==> src/sv/pip_pkg.sv <==
// shared types and constants for the point-in-polygon ray crossing test
// no dependencies; imported by every other module of the block
package pip_pkg;

    localparam int COORD_BITS     = 16;
    localparam int DIFF_BITS      = COORD_BITS + 1;
    localparam int PROD_BITS      = 2 * DIFF_BITS;
    localparam int SUM_BITS       = PROD_BITS + 1;
    localparam int IN_FIELD_BITS  = 4 * COORD_BITS;
    localparam int IN_TDATA_BITS  = ((IN_FIELD_BITS + 7) / 8) * 8;
    localparam int OUT_TDATA_BITS = 8;

    typedef logic signed [COORD_BITS-1:0] t_coord;
    typedef logic signed [DIFF_BITS-1:0]  t_diff;
    typedef logic signed [PROD_BITS-1:0]  t_prod;
    typedef logic signed [SUM_BITS-1:0]   t_sum;

    // far end of the ray segment is x = -1 on the query row
    localparam t_coord RAY_END_X = t_coord'(-1);

    typedef struct packed {
        t_coord sx;
        t_coord sy;
        t_coord ex;
        t_coord ey;
    } t_edge;

    typedef struct packed {
        logic valid;
        logic first;
        logic last;
        logic use_a;
        logic use_b;
    } t_ctl;

endpackage

==> src/sv/pip_front.sv <==
// input stage: polygon state (query, first and previous vertex) and edge setup
// depends on pip_pkg
module pip_front (
    input  logic                         i_clk,
    input  logic                         i_rst_n,
    input  logic                         i_en,
    input  logic                         i_accept,
    input  logic [pip_pkg::IN_TDATA_BITS-1:0] i_tdata,
    input  logic                         i_tlast,
    output pip_pkg::t_ctl                o_ctl,
    output pip_pkg::t_edge               o_edge_a,
    output pip_pkg::t_edge               o_edge_b,
    output pip_pkg::t_coord              o_qx,
    output pip_pkg::t_coord              o_qy
);
    import pip_pkg::*;

    t_coord point_x, point_y, vertex_x, vertex_y;
    t_coord first_x, first_y;

    t_coord r_first_x, r_first_y, r_prev_x, r_prev_y, r_query_x, r_query_y;
    logic   r_open;

    t_ctl   r_ctl, n_ctl;
    t_edge  r_edge_a, r_edge_b;
    t_coord r_qx, r_qy;

    assign point_x  = t_coord'(i_tdata[0*COORD_BITS +: COORD_BITS]);
    assign point_y  = t_coord'(i_tdata[1*COORD_BITS +: COORD_BITS]);
    assign vertex_x = t_coord'(i_tdata[2*COORD_BITS +: COORD_BITS]);
    assign vertex_y = t_coord'(i_tdata[3*COORD_BITS +: COORD_BITS]);

    // the first vertex of a polygon closes onto itself
    assign first_x = r_open ? r_first_x : vertex_x;
    assign first_y = r_open ? r_first_y : vertex_y;

    always_comb begin
        n_ctl.valid = i_accept;
        n_ctl.first = !r_open;
        n_ctl.last  = i_tlast;
        n_ctl.use_a = r_open;
        n_ctl.use_b = i_tlast;
    end

    always_ff @(posedge i_clk) begin
        if (!i_rst_n) begin
            r_open    <= 1'b0;
            r_first_x <= '0;
            r_first_y <= '0;
            r_prev_x  <= '0;
            r_prev_y  <= '0;
            r_query_x <= '0;
            r_query_y <= '0;
        end else if (i_accept) begin
            if (!r_open) begin
                r_query_x <= point_x;
                r_query_y <= point_y;
                r_first_x <= vertex_x;
                r_first_y <= vertex_y;
            end
            r_prev_x <= vertex_x;
            r_prev_y <= vertex_y;
            r_open   <= !i_tlast;
        end
    end

    always_ff @(posedge i_clk) begin
        if (!i_rst_n) begin
            r_ctl <= '0;
        end else if (i_en) begin
            r_ctl <= n_ctl;
        end
    end

    always_ff @(posedge i_clk) begin
        if (i_en) begin
            r_edge_a <= '{sx: r_prev_x, sy: r_prev_y, ex: vertex_x, ey: vertex_y};
            r_edge_b <= '{sx: vertex_x, sy: vertex_y, ex: first_x, ey: first_y};
            r_qx     <= r_open ? r_query_x : point_x;
            r_qy     <= r_open ? r_query_y : point_y;
        end
    end

    assign o_ctl    = r_ctl;
    assign o_edge_a = r_edge_a;
    assign o_edge_b = r_edge_b;
    assign o_qx     = r_qx;
    assign o_qy     = r_qy;

endmodule

==> config.mk <==
export PLATFORM = sky130hd
export DESIGN_NAME = pip_front
export DESIGN_NICKNAME = d
export VERILOG_FILES = /design/src/sv/pip_pkg.sv /design/src/sv/pip_front.sv
export SDC_FILE = /design/constraint.sdc
export NUM_CORES = 1
export LEC_CHECK = 0
export ABC_AREA = 0
export BUFFER_PORTS_ARGS = -buffer_cell sky130_fd_sc_hd__buf_2
export CORE_MARGIN = 2
export CORE_UTILIZATION = 53
export DETAILED_ROUTE_END_ITERATION = 8
export GPL_ROUTABILITY_DRIVEN = 0
export PLACE_DENSITY = 0.8
export SLEW_MARGIN = 10
export SYNTH_ARGS = -nofsm -noshare
export SYNTH_HDL_FRONTEND = slang
export SYNTH_SLANG_ARGS = --single-unit
==> constraint.sdc <==
create_clock -name i_clk -period 1.88 [get_ports i_clk]
set_input_delay 0.376 -clock i_clk [delete_from_list [all_inputs] [get_ports i_clk]]
set_output_delay 0.376 -clock i_clk [all_outputs]
set_load 0.05 [all_outputs]
Word level (Yosys, flattened, before mapping)
Index checks and enable logic that the tools add are counted.

Muxes and demuxes: 4. Reduce and logical (&&, ||, !) cells: 2.

Operator list (count): $mux 16 (4); $logic_not 1->1 (2).

Register bits after elaboration: 229. Bits of input ports: 69. Output and inout port bits: 165. Word-level logic and storage cells: 25.

Depth between registers and ports, before layout
Gate-level depths: netlist of the first run.

Depth in word-level cells: 1. Gate-level depth with buffers: 5. Depth with buffers taken out: 2.

Worst setup path before layout of the first run
Ideal clock, no wire load.

Path kind: register to register. Start point: register r_open. End point: register r_edge_b, in the netlist o_edge_b[15], data pin. Setup time: 0.260 ns. Arrival: 1.041 ns. Data required time: 1.620 ns. Slack: 0.579 ns. Stages on the path, launching flop included: 4. Path buffers: 2. Clock period less this slack: 1.301 ns. Path through: dfxtp_1 buf_4 buf_6 mux2_2.

Longest elaborated chain between the ends: 1.

RTL lines: start, declared (line pip_front.sv:22) `logic r_open;`; start signal, assigned (line pip_front.sv:63) `r_open <= !i_tlast;`; $mux 16; net first_y[15] (line pip_front.sv:19) `t_coord first_x, first_y;`; end signal, assigned (line pip_front.sv:78) `r_edge_b <= '{sx: vertex_x, sy: vertex_y, ex: first_x, ey: first_y};`; end, declared (line pip_front.sv:25) `t_edge r_edge_a, r_edge_b;`.

The timed path passes the listed nets, and every way through them passes these cells. A chain may end at the register's enable or synchronous reset.

Worst setup path after layout of the first run
Start point: register r_qy[6] (netlist: o_qy[6]). End point: output port o_qy[6].

RTL lines: start, declared (line pip_front.sv:26) `t_coord r_qx, r_qy;`; start signal, assigned (line pip_front.sv:80) `r_qy <= r_open ? r_query_y : point_y;`; end, declared (line pip_front.sv:14) `output pip_pkg::t_coord o_qy`.

No word-level cell between the ends.

==> flow_metrics.env, run 1 <==
export IMPL_status="finished, final reports clean"
export IMPL_setup_tns_ns=0
export IMPL_cts_tree="yes"
export IMPL_hold_path_cell_count=1
export IMPL_antennaDiodeCount=0
export IMPL_hold_viol_final=0
export IMPL_port_buffer_count=233
export IMPL_postSynthNetCount=700
export IMPL_synth_compound_area_share=0.00169
export IMPL_die_y_um=133
export IMPL_syn_area_sq_um=8880
export IMPL_floorplan_rows=47
export IMPL_max_freq_mhz=663
export IMPL_setup_worst_path_class="reg2out"
export IMPL_dpl_instance_area_sq_um=9990
export IMPL_detailedPlacementHpwl_um=10800
export IMPL_grt_usage=0.181
export IMPL_pre_cts_slack_ns=0.492
export IMPL_synth_top_family_by_area="multiplexers"
export IMPL_wl_um=16600
export IMPL_power_per_cell_area_nw_per_um2=1110
export IMPL_normalized_max_slew_margin=0.777
export IMPL_ys_seq_area_frac=0.661
export IMPL_synth_fa_ha_area_frac=0
export IMPL_period_needed_ns=1.51
export IMPL_r2r_slack_ns=0.58
export IMPL_pin_count_of_the_biggest_net_entering_global_routing=76
export IMPL_clkSlewWorstSetupHoldPaths_ns=0.06
export IMPL_cts_root_buffer="clkbuf_16"
export IMPL_synthesis_area_per_instance_sq_um=14.1
export IMPL_layout_drive_gt1_share=0.400
export IMPL_first_global_vias=5075
export IMPL_dr_total_vias=5306
export IMPL_instances_no_fill=1070
export IMPL_yosys_warnings=0
export IMPL_place_detailed_instances=1028
export IMPL_placeable_core_region_sq_um=16500
export IMPL_post_cts_setup_buffer_count=0
export IMPL_synth_ff_latch_count=229
export IMPL_io_pins=234
export IMPL_crit_reg2reg_launch="r_open"
export IMPL_period_share=0.802
export IMPL_critPathBufInv=1
export IMPL_fin_ws_ns=0.372
export IMPL_critical_path_cell_by_cell="buf_2"
export IMPL_least_margin_pin_slew_ns=0.335
export IMPL_final_setup_viol_count=0
export IMPL_netlist_cell_type_count=16
export IMPL_power_leakage_nw=4.57
export IMPL_worst_endpoint_required_ns=1.50
export IMPL_htree_levels=1
export IMPL_end_kind="output port"
export IMPL_cap_viol_max_count=0
export IMPL_worst_clock_skew_ns=0.0132
export IMPL_floorplan_initialDensity=0.539
export IMPL_postCtsResizedCells=0
export IMPL_synth_area_mux_share=0.193
export IMPL_cts_buffers=23
export IMPL_crit_slowest_cell="edfxtp_1"
export IMPL_vias_per_cell=4.96
export IMPL_die_area_sq_um=17800
export IMPL_cts_hold_buffers_added=0
export IMPL_rsz_0062_raised_after_global_routing="no"
export IMPL_cts_sinks=229
export IMPL_hp_class="in2reg"
export IMPL_ir_drop_v=0.000820
export IMPL_largest_buffer_count_on_any_clock_path=3
export IMPL_cpLargestDelayFamily="flip-flops"
export IMPL_drt_pre_antenna_iters=4
export IMPL_initial_antenna_violation_count=0
export IMPL_critical_path_max_fanout=1
export IMPL_grt_first_pass_wirelength_um=26000
export IMPL_final_hold_worst_slack_ns=0.104
export IMPL_synth_cells=631
export IMPL_flow_area_growth_from_synthesis_pct=20.4
export IMPL_worstReg2RegEnd="o_edge_b[0]"
export IMPL_setup_worst_path_start="o_qy[6]"
export IMPL_final_max_slew_viol_count=0
export IMPL_ant_nets=0
export IMPL_routed_wire_length_per_instance_um=15.5
export IMPL_depth_of_the_worst_register_to_register_path=2
export IMPL_critical_path_startpoint_type="flop"
export IMPL_synth_xor_area_frac=0
export IMPL_worstSetupEndpoint="o_qy[6]"
export IMPL_detailedRoute_firstIterationViolations=225
export IMPL_arrival_worst_endpoint_ns=1.13
export IMPL_insertion_delay_ns=0.49
export IMPL_fin_area_sq_um=10700
export IMPL_drc_violations_left=0
export IMPL_path_depth=1
export IMPL_die_width_um=133
export IMPL_simple_gate_area_share_of_the_yosys_netlist=0.0832
export IMPL_finalNetCount=902
export IMPL_critical_path_max_stage_delay_ns=0.40
export IMPL_grt_overflow=0
[cells by family (layout without fill, tap and decap cells)]
group	Yosys count	count (layout)
compound gates	2	2
mux	163	163
buf+inv	69	288
flops	229	229
simple gates	168	168
[stage by stage]
| step | power, mW | util |
|---|---|---|
| CTS | 12.0 | 0.649 |
| finish | 11.9 | 0.649 |
| global placement | 7.74 | 0.607 |
| floorplan | 7.36 | - |
| detailed placement | 7.78 | 0.607 |
| global route | 12.3 | 0.649 |
[cells in the mapped netlist (all sizes together)]
master	n	area share
mux2i	99	0.11
nand2b	4	0.0028
edfxtp	128	0.43
mux2	64	0.081
buf	55	0.056
a21boi	2	0.0017
dfxtp	101	0.23
nand2	128	0.054
clkbuf	14	0.0059
nor2b	36	0.026
[routing by layer]
layer  routed length [um]  track usage
met5                    0            0
met4                  184       0.0420
met3                 1380       0.0498
met2                 8090        0.310
met1                 6910        0.232
[worst min path at each step]
stage / to / start / slack [ns]
after global placement: o_edge_a[58] / r_prev_x[10] / 0.41
after detailed placement: o_edge_a[55] / r_prev_x[7] / 0.41
after floorplan: o_edge_a[32] / r_prev_y[0] / 0.41
after CTS: o_edge_b[42] / i_tdata[58] / 0.08
final: o_edge_b[42] / i_tdata[58] / 0.10
after global routing: o_edge_b[40] / i_tdata[56] / 0.09
[sequential cells by signal, indices dropped and copies added, names as in the netlist]
name       cells
o_qx          16
r_query_y     16
r_prev_x      16
r_query_x     16
o_edge_b      64
r_first_x     16
r_first_y     16
o_qy          16
o_ctl          4
r_open         1
r_prev_y      16
o_edge_a      32
[cell usage in the layout, fill, tap and decap left out]
cell type,instances
clkbuf_16,23
clkinv_1,3
nand2b_1,4
inv_6,1
edfxtp_1,128
dfxtp_1,100
nor2b_4,1
dfxtp_4,1
buf_4,6
clkinv_2,4
nor2b_1,35
a21boi_0,2
buf_2,231
mux2_1,3
clkinvlp_4,1
bufinv_16,1
nand2_1,128
clkbuf_8,1
clkbuf_1,8
mux2_2,61
buf_12,9
mux2i_1,99
[cell type report]
type,count,area [sq um]
Sequential cell,229,5870
Fill cell,1221,5780
Multi-Input combinational cell,333,2460
Timing Repair Buffer,246,1380
Clock buffer,32,619
Tap cell,220,275
Clock inverter,10,77.6
[where the power goes]
group | switching (mW) | internal (mW) | total, mW
combinational | 1.36 | 0.510 | 1.87
clock | 1.79 | 2.44 | 4.23
sequential | 0.128 | 5.66 | 5.79
Power figures use the tool's default switching activity.
==> run 2, diff against run 1 <==
==> constraint.sdc (replaced) <==
create_clock -name i_clk -period 1.6 [get_ports i_clk]
set_input_delay 0.32 -clock i_clk [delete_from_list [all_inputs] [get_ports i_clk]]
set_output_delay 0.32 -clock i_clk [all_outputs]
set_load 0.05 [all_outputs]
==> flow_metrics.env, run 2 (synthesized netlist as in run 1, its figures left out) <==
export IMPL_htree_levels=1
export IMPL_setup_tns_ns=0
export IMPL_initial_antenna_violation_count=0
export IMPL_routed_wire_length_per_instance_um=15.3
export IMPL_ant_nets=0
export IMPL_pin_count_of_the_biggest_net_entering_global_routing=72
export IMPL_detailedRoute_firstIterationViolations=236
export IMPL_first_global_vias=5210
export IMPL_port_buffer_count=233
export IMPL_finalNetCount=906
export IMPL_cts_buffers=23
export IMPL_final_setup_viol_count=0
export IMPL_worst_endpoint_required_ns=1.28
export IMPL_seq_power_share=0.483
export IMPL_wl_um=16400
export IMPL_worst_clock_skew_ns=0.00959
export IMPL_die_width_um=133
export IMPL_arrival_worst_endpoint_ns=1.12
export IMPL_max_freq_mhz=692
export IMPL_hp_class="in2reg"
export IMPL_floorplan_initialDensity=0.539
export IMPL_comb_power_share=0.157
export IMPL_total_switching_power_mw=3.83
export IMPL_critical_path_max_fanout=2
export IMPL_final_cell_mix="buf_2, nand2_1, edfxtp_1"
export IMPL_cts_tree="yes"
export IMPL_drc_violations_left=0
export IMPL_drt_pre_antenna_iters=4
export IMPL_cts_root_buffer="clkbuf_16"
export IMPL_largest_buffer_count_on_any_clock_path=3
export IMPL_end_kind="output port"
export IMPL_io_pins=234
export IMPL_ir_drop_v=0.000906
export IMPL_critical_path_max_stage_delay_ns=0.41
export IMPL_p_int_mw=10.3
export IMPL_postCtsResizedCells=0
export IMPL_flow_area_growth_from_synthesis_pct=21.0
export IMPL_critical_path_startpoint_type="flop"
export IMPL_antennaDiodeCount=0
export IMPL_die_y_um=133
export IMPL_rsz_0062_raised_after_global_routing="no"
export IMPL_clockPowerShare=0.360
export IMPL_switching_share=0.272
export IMPL_placeable_core_region_sq_um=16500
export IMPL_least_margin_pin_slew_ns=0.357
export IMPL_cpLargestDelayFamily="flip-flops"
export IMPL_power_leakage_nw=4.61
export IMPL_period_needed_ns=1.44
export IMPL_largest_reg_flops=64
export IMPL_floorplan_rows=47
export IMPL_totalPowerFinal_mw=14.1
export IMPL_grt_overflow=0
export IMPL_layout_drive_gt1_share=0.408
export IMPL_critPathBufInv=1
export IMPL_grt_usage=0.182
export IMPL_cts_sinks=229
export IMPL_period_share=0.903
export IMPL_final_max_slew_viol_count=0
export IMPL_status="finished, final reports clean"
export IMPL_crit_slowest_cell="edfxtp_1"
export IMPL_power_per_cell_area_nw_per_um2=1310
export IMPL_dr_total_vias=5280
export IMPL_insertion_delay_ns=0.49
export IMPL_post_cts_setup_buffer_count=0
export IMPL_cts_hold_buffers_added=0
export IMPL_clkSlewWorstSetupHoldPaths_ns=0.06
export IMPL_die_area_sq_um=17800
export IMPL_hold_viol_final=0
export IMPL_cap_viol_max_count=0
export IMPL_normalized_max_slew_margin=0.762
export IMPL_mostFrequentLayoutCell="buf_2"
export IMPL_setup_worst_path_class="reg2out"
export IMPL_critical_path_cell_by_cell="buf_2"
export IMPL_vias_per_cell=4.92
export IMPL_detailedPlacementHpwl_um=10900
export IMPL_grt_first_pass_wirelength_um=26300
run 2: cell types whose count changed in the layout (fill, tap and decap cells not counted):
cell / delta
bufinv_16: +1
clkinv_2: +3
buf_4: +4
inv_6: -1
clkinv_1: +1
clkbuf_1: -6
clkinvlp_4: +1
run 2: per-stage QoR:
stage	area (sq um)	std cells	setup slack, ns	hold WS (ns)	util
after floorplan	8880	631	0.299	0.408	-
after global placement	10000	1032	0.263	0.412	0.609
after detailed placement	10000	1032	0.258	0.415	0.609
after CTS	10700	1073	0.142	0.0419	0.652
after global routing	10700	1073	0.109	0.0454	0.652
final	10700	1073	0.156	0.0582	0.652
run 2: layer usage:
layer / share of wire / up-vias / global-route usage
li1: - / 2577 / -
met1: 0.43 / 2507 / 0.243
met2: 0.48 / 184 / 0.307
met3: 0.073 / 12 / 0.0422
met4: 0.0086 / 0 / 0.0366
met5: 0 / - / 0
run 2: final timing paths:
check / start / end / slack [ns] / cells past startpoint
max reg2reg: r_open / o_qy[11] / 0.30 / 2
min reg2reg: r_prev_y[8] / o_edge_a[40] / 0.43 / 0
max: o_edge_b[47] / o_edge_b[47] / 0.16 / 1
min: i_tdata[46] / o_edge_b[62] / 0.06 / 1
run 2: cell type report:
class | count | area (sq um)
clock buffers | 26 | 597
clock inverters | 15 | 125
fillers | 1209 | 5720
multi-input cells | 333 | 2460
flip-flops and latches | 229 | 5870
well taps | 220 | 275
repair buffers | 250 | 1410
run 2: power groups by stage:
stage	logic (mW)	registers [mW]	clock network (mW)
final	2.21	6.80	5.08
after global routing	2.33	6.84	5.44
after CTS	2.23	6.80	5.21
after detailed placement	2.23	6.92	0
after global placement	2.20	6.91	0
after floorplan	0.903	7.74	0
==> run 3, diff against run 2 <==
--- a/config.mk
+++ b/config.mk
@@ -5,13 +5,13 @@
 export SDC_FILE = /design/constraint.sdc
 export NUM_CORES = 1
 export LEC_CHECK = 0
-export ABC_AREA = 0
+export ABC_AREA = 1
 export BUFFER_PORTS_ARGS = -buffer_cell sky130_fd_sc_hd__buf_2
 export CORE_MARGIN = 2
-export CORE_UTILIZATION = 53
+export CORE_UTILIZATION = 57
 export DETAILED_ROUTE_END_ITERATION = 8
 export GPL_ROUTABILITY_DRIVEN = 0
-export PLACE_DENSITY = 0.8
+export PLACE_DENSITY = 0.85
 export SLEW_MARGIN = 10
 export SYNTH_ARGS = -nofsm -noshare
 export SYNTH_HDL_FRONTEND = slang
==> constraint.sdc (replaced) <==
create_clock -name i_clk -period 1.7 [get_ports i_clk]
set_input_delay 0.34 -clock i_clk [delete_from_list [all_inputs] [get_ports i_clk]]
set_output_delay 0.34 -clock i_clk [all_outputs]
set_load 0.05 [all_outputs]
==> flow_metrics.env, run 3 <==
export IMPL_status="finished, final reports clean"
export IMPL_mostFrequentLayoutCell="nand2_1"
export IMPL_die_width_um=130
export IMPL_floorplan_rows=45
export IMPL_seq_power_share=0.465
export IMPL_ir_drop_v=0.000985
export IMPL_critical_path_max_fanout=3
export IMPL_setup_tns_ns=0
export IMPL_clkSlewWorstSetupHoldPaths_ns=0.06
export IMPL_insertion_delay_ns=0.50
export IMPL_flow_area_growth_from_synthesis_pct=20.5
export IMPL_crit_slowest_cell="dfxtp_1"
export IMPL_port_buffer_count=233
export IMPL_critPathBufInv=1
export IMPL_grt_first_pass_wirelength_um=29700
export IMPL_min_delay_start="i_tdata[43]"
export IMPL_ant_nets=0
export IMPL_final_max_slew_viol_count=0
export IMPL_register_area_sq_um=5870
export IMPL_edff_count_synth=128
export IMPL_worstReg2RegEnd="r_query_y[13]"
export IMPL_hold_viol_final=0
export IMPL_routed_wire_length_per_instance_um=14.1
export IMPL_layout_drive_gt1_share=0.278
export IMPL_synth_top_cells_by_area="edfxtp_1, dfxtp_1, nand2_1, nor2_1, nand3_1"
export IMPL_first_global_vias=6321
export IMPL_rsz_0062_raised_after_global_routing="no"
export IMPL_synth_top_cell_area_share=0.427
export IMPL_io_pins=234
export IMPL_initial_antenna_violation_count=0
export IMPL_yosys_warnings=0
export IMPL_finalNetCount=1193
export IMPL_critical_path_cell_by_cell="buf_2"
export IMPL_clockPowerShare=0.375
export IMPL_hp_class="in2reg"
export IMPL_antennaDiodeCount=0
export IMPL_cts_tree="yes"
export IMPL_setup_worst_path_class="reg2out"
export IMPL_synthTopCellsByCount="nand2_1, nor2_1, edfxtp_1, dfxtp_1, inv_1"
export IMPL_crit_reg2reg_launch="r_open"
export IMPL_worst_endpoint_required_ns=1.36
export IMPL_htree_levels=1
export IMPL_least_margin_pin_slew_ns=0.709
export IMPL_floorplan_initialDensity=0.587
export IMPL_ys_flop_type="edfxtp_1"
export IMPL_totalPowerFinal_mw=13.9
export IMPL_p_int_mw=9.98
export IMPL_switching_share=0.282
export IMPL_wl_um=19100
export IMPL_instances_no_fill=1351
export IMPL_cpLargestDelayFamily="flip-flops"
export IMPL_drc_violations_left=0
export IMPL_normalized_max_slew_margin=0.528
export IMPL_largest_buffer_count_on_any_clock_path=3
export IMPL_detailedPlacementHpwl_um=12200
export IMPL_total_switching_power_mw=3.92
export IMPL_pre_cts_slack_ns=0.384
export IMPL_worst_clock_skew_ns=0.00640
export IMPL_cts_root_buffer="clkbuf_16"
export IMPL_cts_hold_buffers_added=0
export IMPL_library_cell_occupying_the_most_area_in_the_post_synthesis_netlist="edfxtp_1"
export IMPL_postSynthNetCount=1001
export IMPL_ys_seq_area_frac=0.652
export IMPL_critical_path_max_stage_delay_ns=0.39
export IMPL_synthesis_area_per_instance_sq_um=9.65
export IMPL_cts_buffers=22
export IMPL_hold_path_cell_count=1
export IMPL_final_setup_viol_count=0
export IMPL_comb_power_share=0.161
export IMPL_place_detailed_instances=1311
export IMPL_postCtsResizedCells=0
export IMPL_power_leakage_nw=5.33
export IMPL_post_cts_setup_buffer_count=0
export IMPL_final_cell_mix="nand2_1, buf_2, nor2_1"
export IMPL_total_area_of_multi_input_combinational_cells_sq_um=2290
export IMPL_netlist_cell_type_count=17
export IMPL_power_per_cell_area_nw_per_um2=1280
export IMPL_synth_cells=932
export IMPL_hold_end="o_edge_b[59]"
export IMPL_synthMostInstantiatedCell="nand2_1"
export IMPL_drt_pre_antenna_iters=4
export IMPL_depth_of_the_worst_register_to_register_path=5
export IMPL_filler_cell_count=1145
export IMPL_arrival_worst_endpoint_ns=1.17
export IMPL_r2r_slack_ns=0.36
export IMPL_fin_ws_ns=0.189
export IMPL_critical_path_startpoint_type="flop"
export IMPL_grt_usage=0.221
export IMPL_pin_count_of_the_biggest_net_entering_global_routing=68
export IMPL_die_y_um=130
export IMPL_dr_total_vias=6765
export IMPL_end_kind="output port"
export IMPL_syn_area_sq_um=8990
export IMPL_vias_per_cell=5.01
export IMPL_detailedRoute_firstIterationViolations=522
export IMPL_synth_ff_latch_count=229
export IMPL_max_freq_mhz=662
export IMPL_cts_sinks=229
export IMPL_cap_viol_max_count=0
export IMPL_grt_overflow=0
export IMPL_period_needed_ns=1.51
export IMPL_die_area_sq_um=16800
export IMPL_period_share=0.889
export IMPL_largest_reg_flops=64
export IMPL_ys_async_sr_fraction=0
export IMPL_placeable_core_region_sq_um=15300
-- run 3: cell types whose count changed in the layout (fill, tap and decap cells not counted), moves of 5 or more --
cell / before / now
mux2i_1: 99 / 0
nor2_1: 0 / 174
nand3_1: 0 / 64
o21ai_0: 0 / 36
inv_1: 0 / 66
nor2_2: 0 / 20
nand2_1: 128 / 248
mux2_2: 61 / 0
clkbuf_8: 1 / 6
nor2b_1: 35 / 0
nand2_2: 0 / 10
-- run 3: cells by family after synthesis --
kind of cell | share of synthesized area
AO/OA/AOI/OAI | 0.0223
buffers and inverters | 0.0928
AND/OR/NAND/NOR | 0.233
flip-flops | 0.652
-- run 3: worst max path at each step --
stage | from | end | slack (ns) | cells past startpoint
detailed placement | r_open | r_first_x[5] | 0.38 | 5
global placement | r_open | r_query_y[10] | 0.43 | 5
floorplan | o_ctl[0] | o_ctl[2] | 0.45 | 1
global route | o_ctl[0] | o_ctl[0] | 0.15 | 1
finish | o_ctl[0] | o_ctl[2] | 0.19 | 1
CTS | o_ctl[0] | o_ctl[2] | 0.16 | 1
-- run 3: final cells by class --
cell class,instances,share of cell area
clock buffers,31,0.0614
clock inverters,9,0.0114
inverters,68,0.0238
multi-input cells,556,0.212
flip-flops and latches,229,0.542
well taps,211,0.0244
repair buffers,247,0.126
-- run 3: power by group through the flow --
stage          registers (mW)  clock network (mW)  logic (mW)
3_3_place_gp             6.56                   0        2.18
4_1_cts                  6.46                5.30        2.24
5_1_grt                  6.50                5.50        2.40
6_report                 6.46                5.21        2.23
2_1_floorplan            7.38                   0       0.924
3_5_place_dp             6.58                   0        2.23
-- run 3: metal layers --
layer / vias to the layer above / share of wire / track usage
met4: 0 / 0.023 / 0.0784
met2: 253 / 0.50 / 0.391
met1: 3163 / 0.41 / 0.273
li1: 3310 / - / -
met3: 39 / 0.071 / 0.0372
met5: - / 0 / 0
-- run 3: through the flow --
step                 util  instance area [sq um]  hold slack [ns]
floorplan               -                   8990            0.403
global placement    0.656                  10000            0.408
detailed placement  0.656                  10000            0.409
CTS                 0.707                  10800           0.0307
global route        0.707                  10800           0.0460
finish              0.707                  10800           0.0459
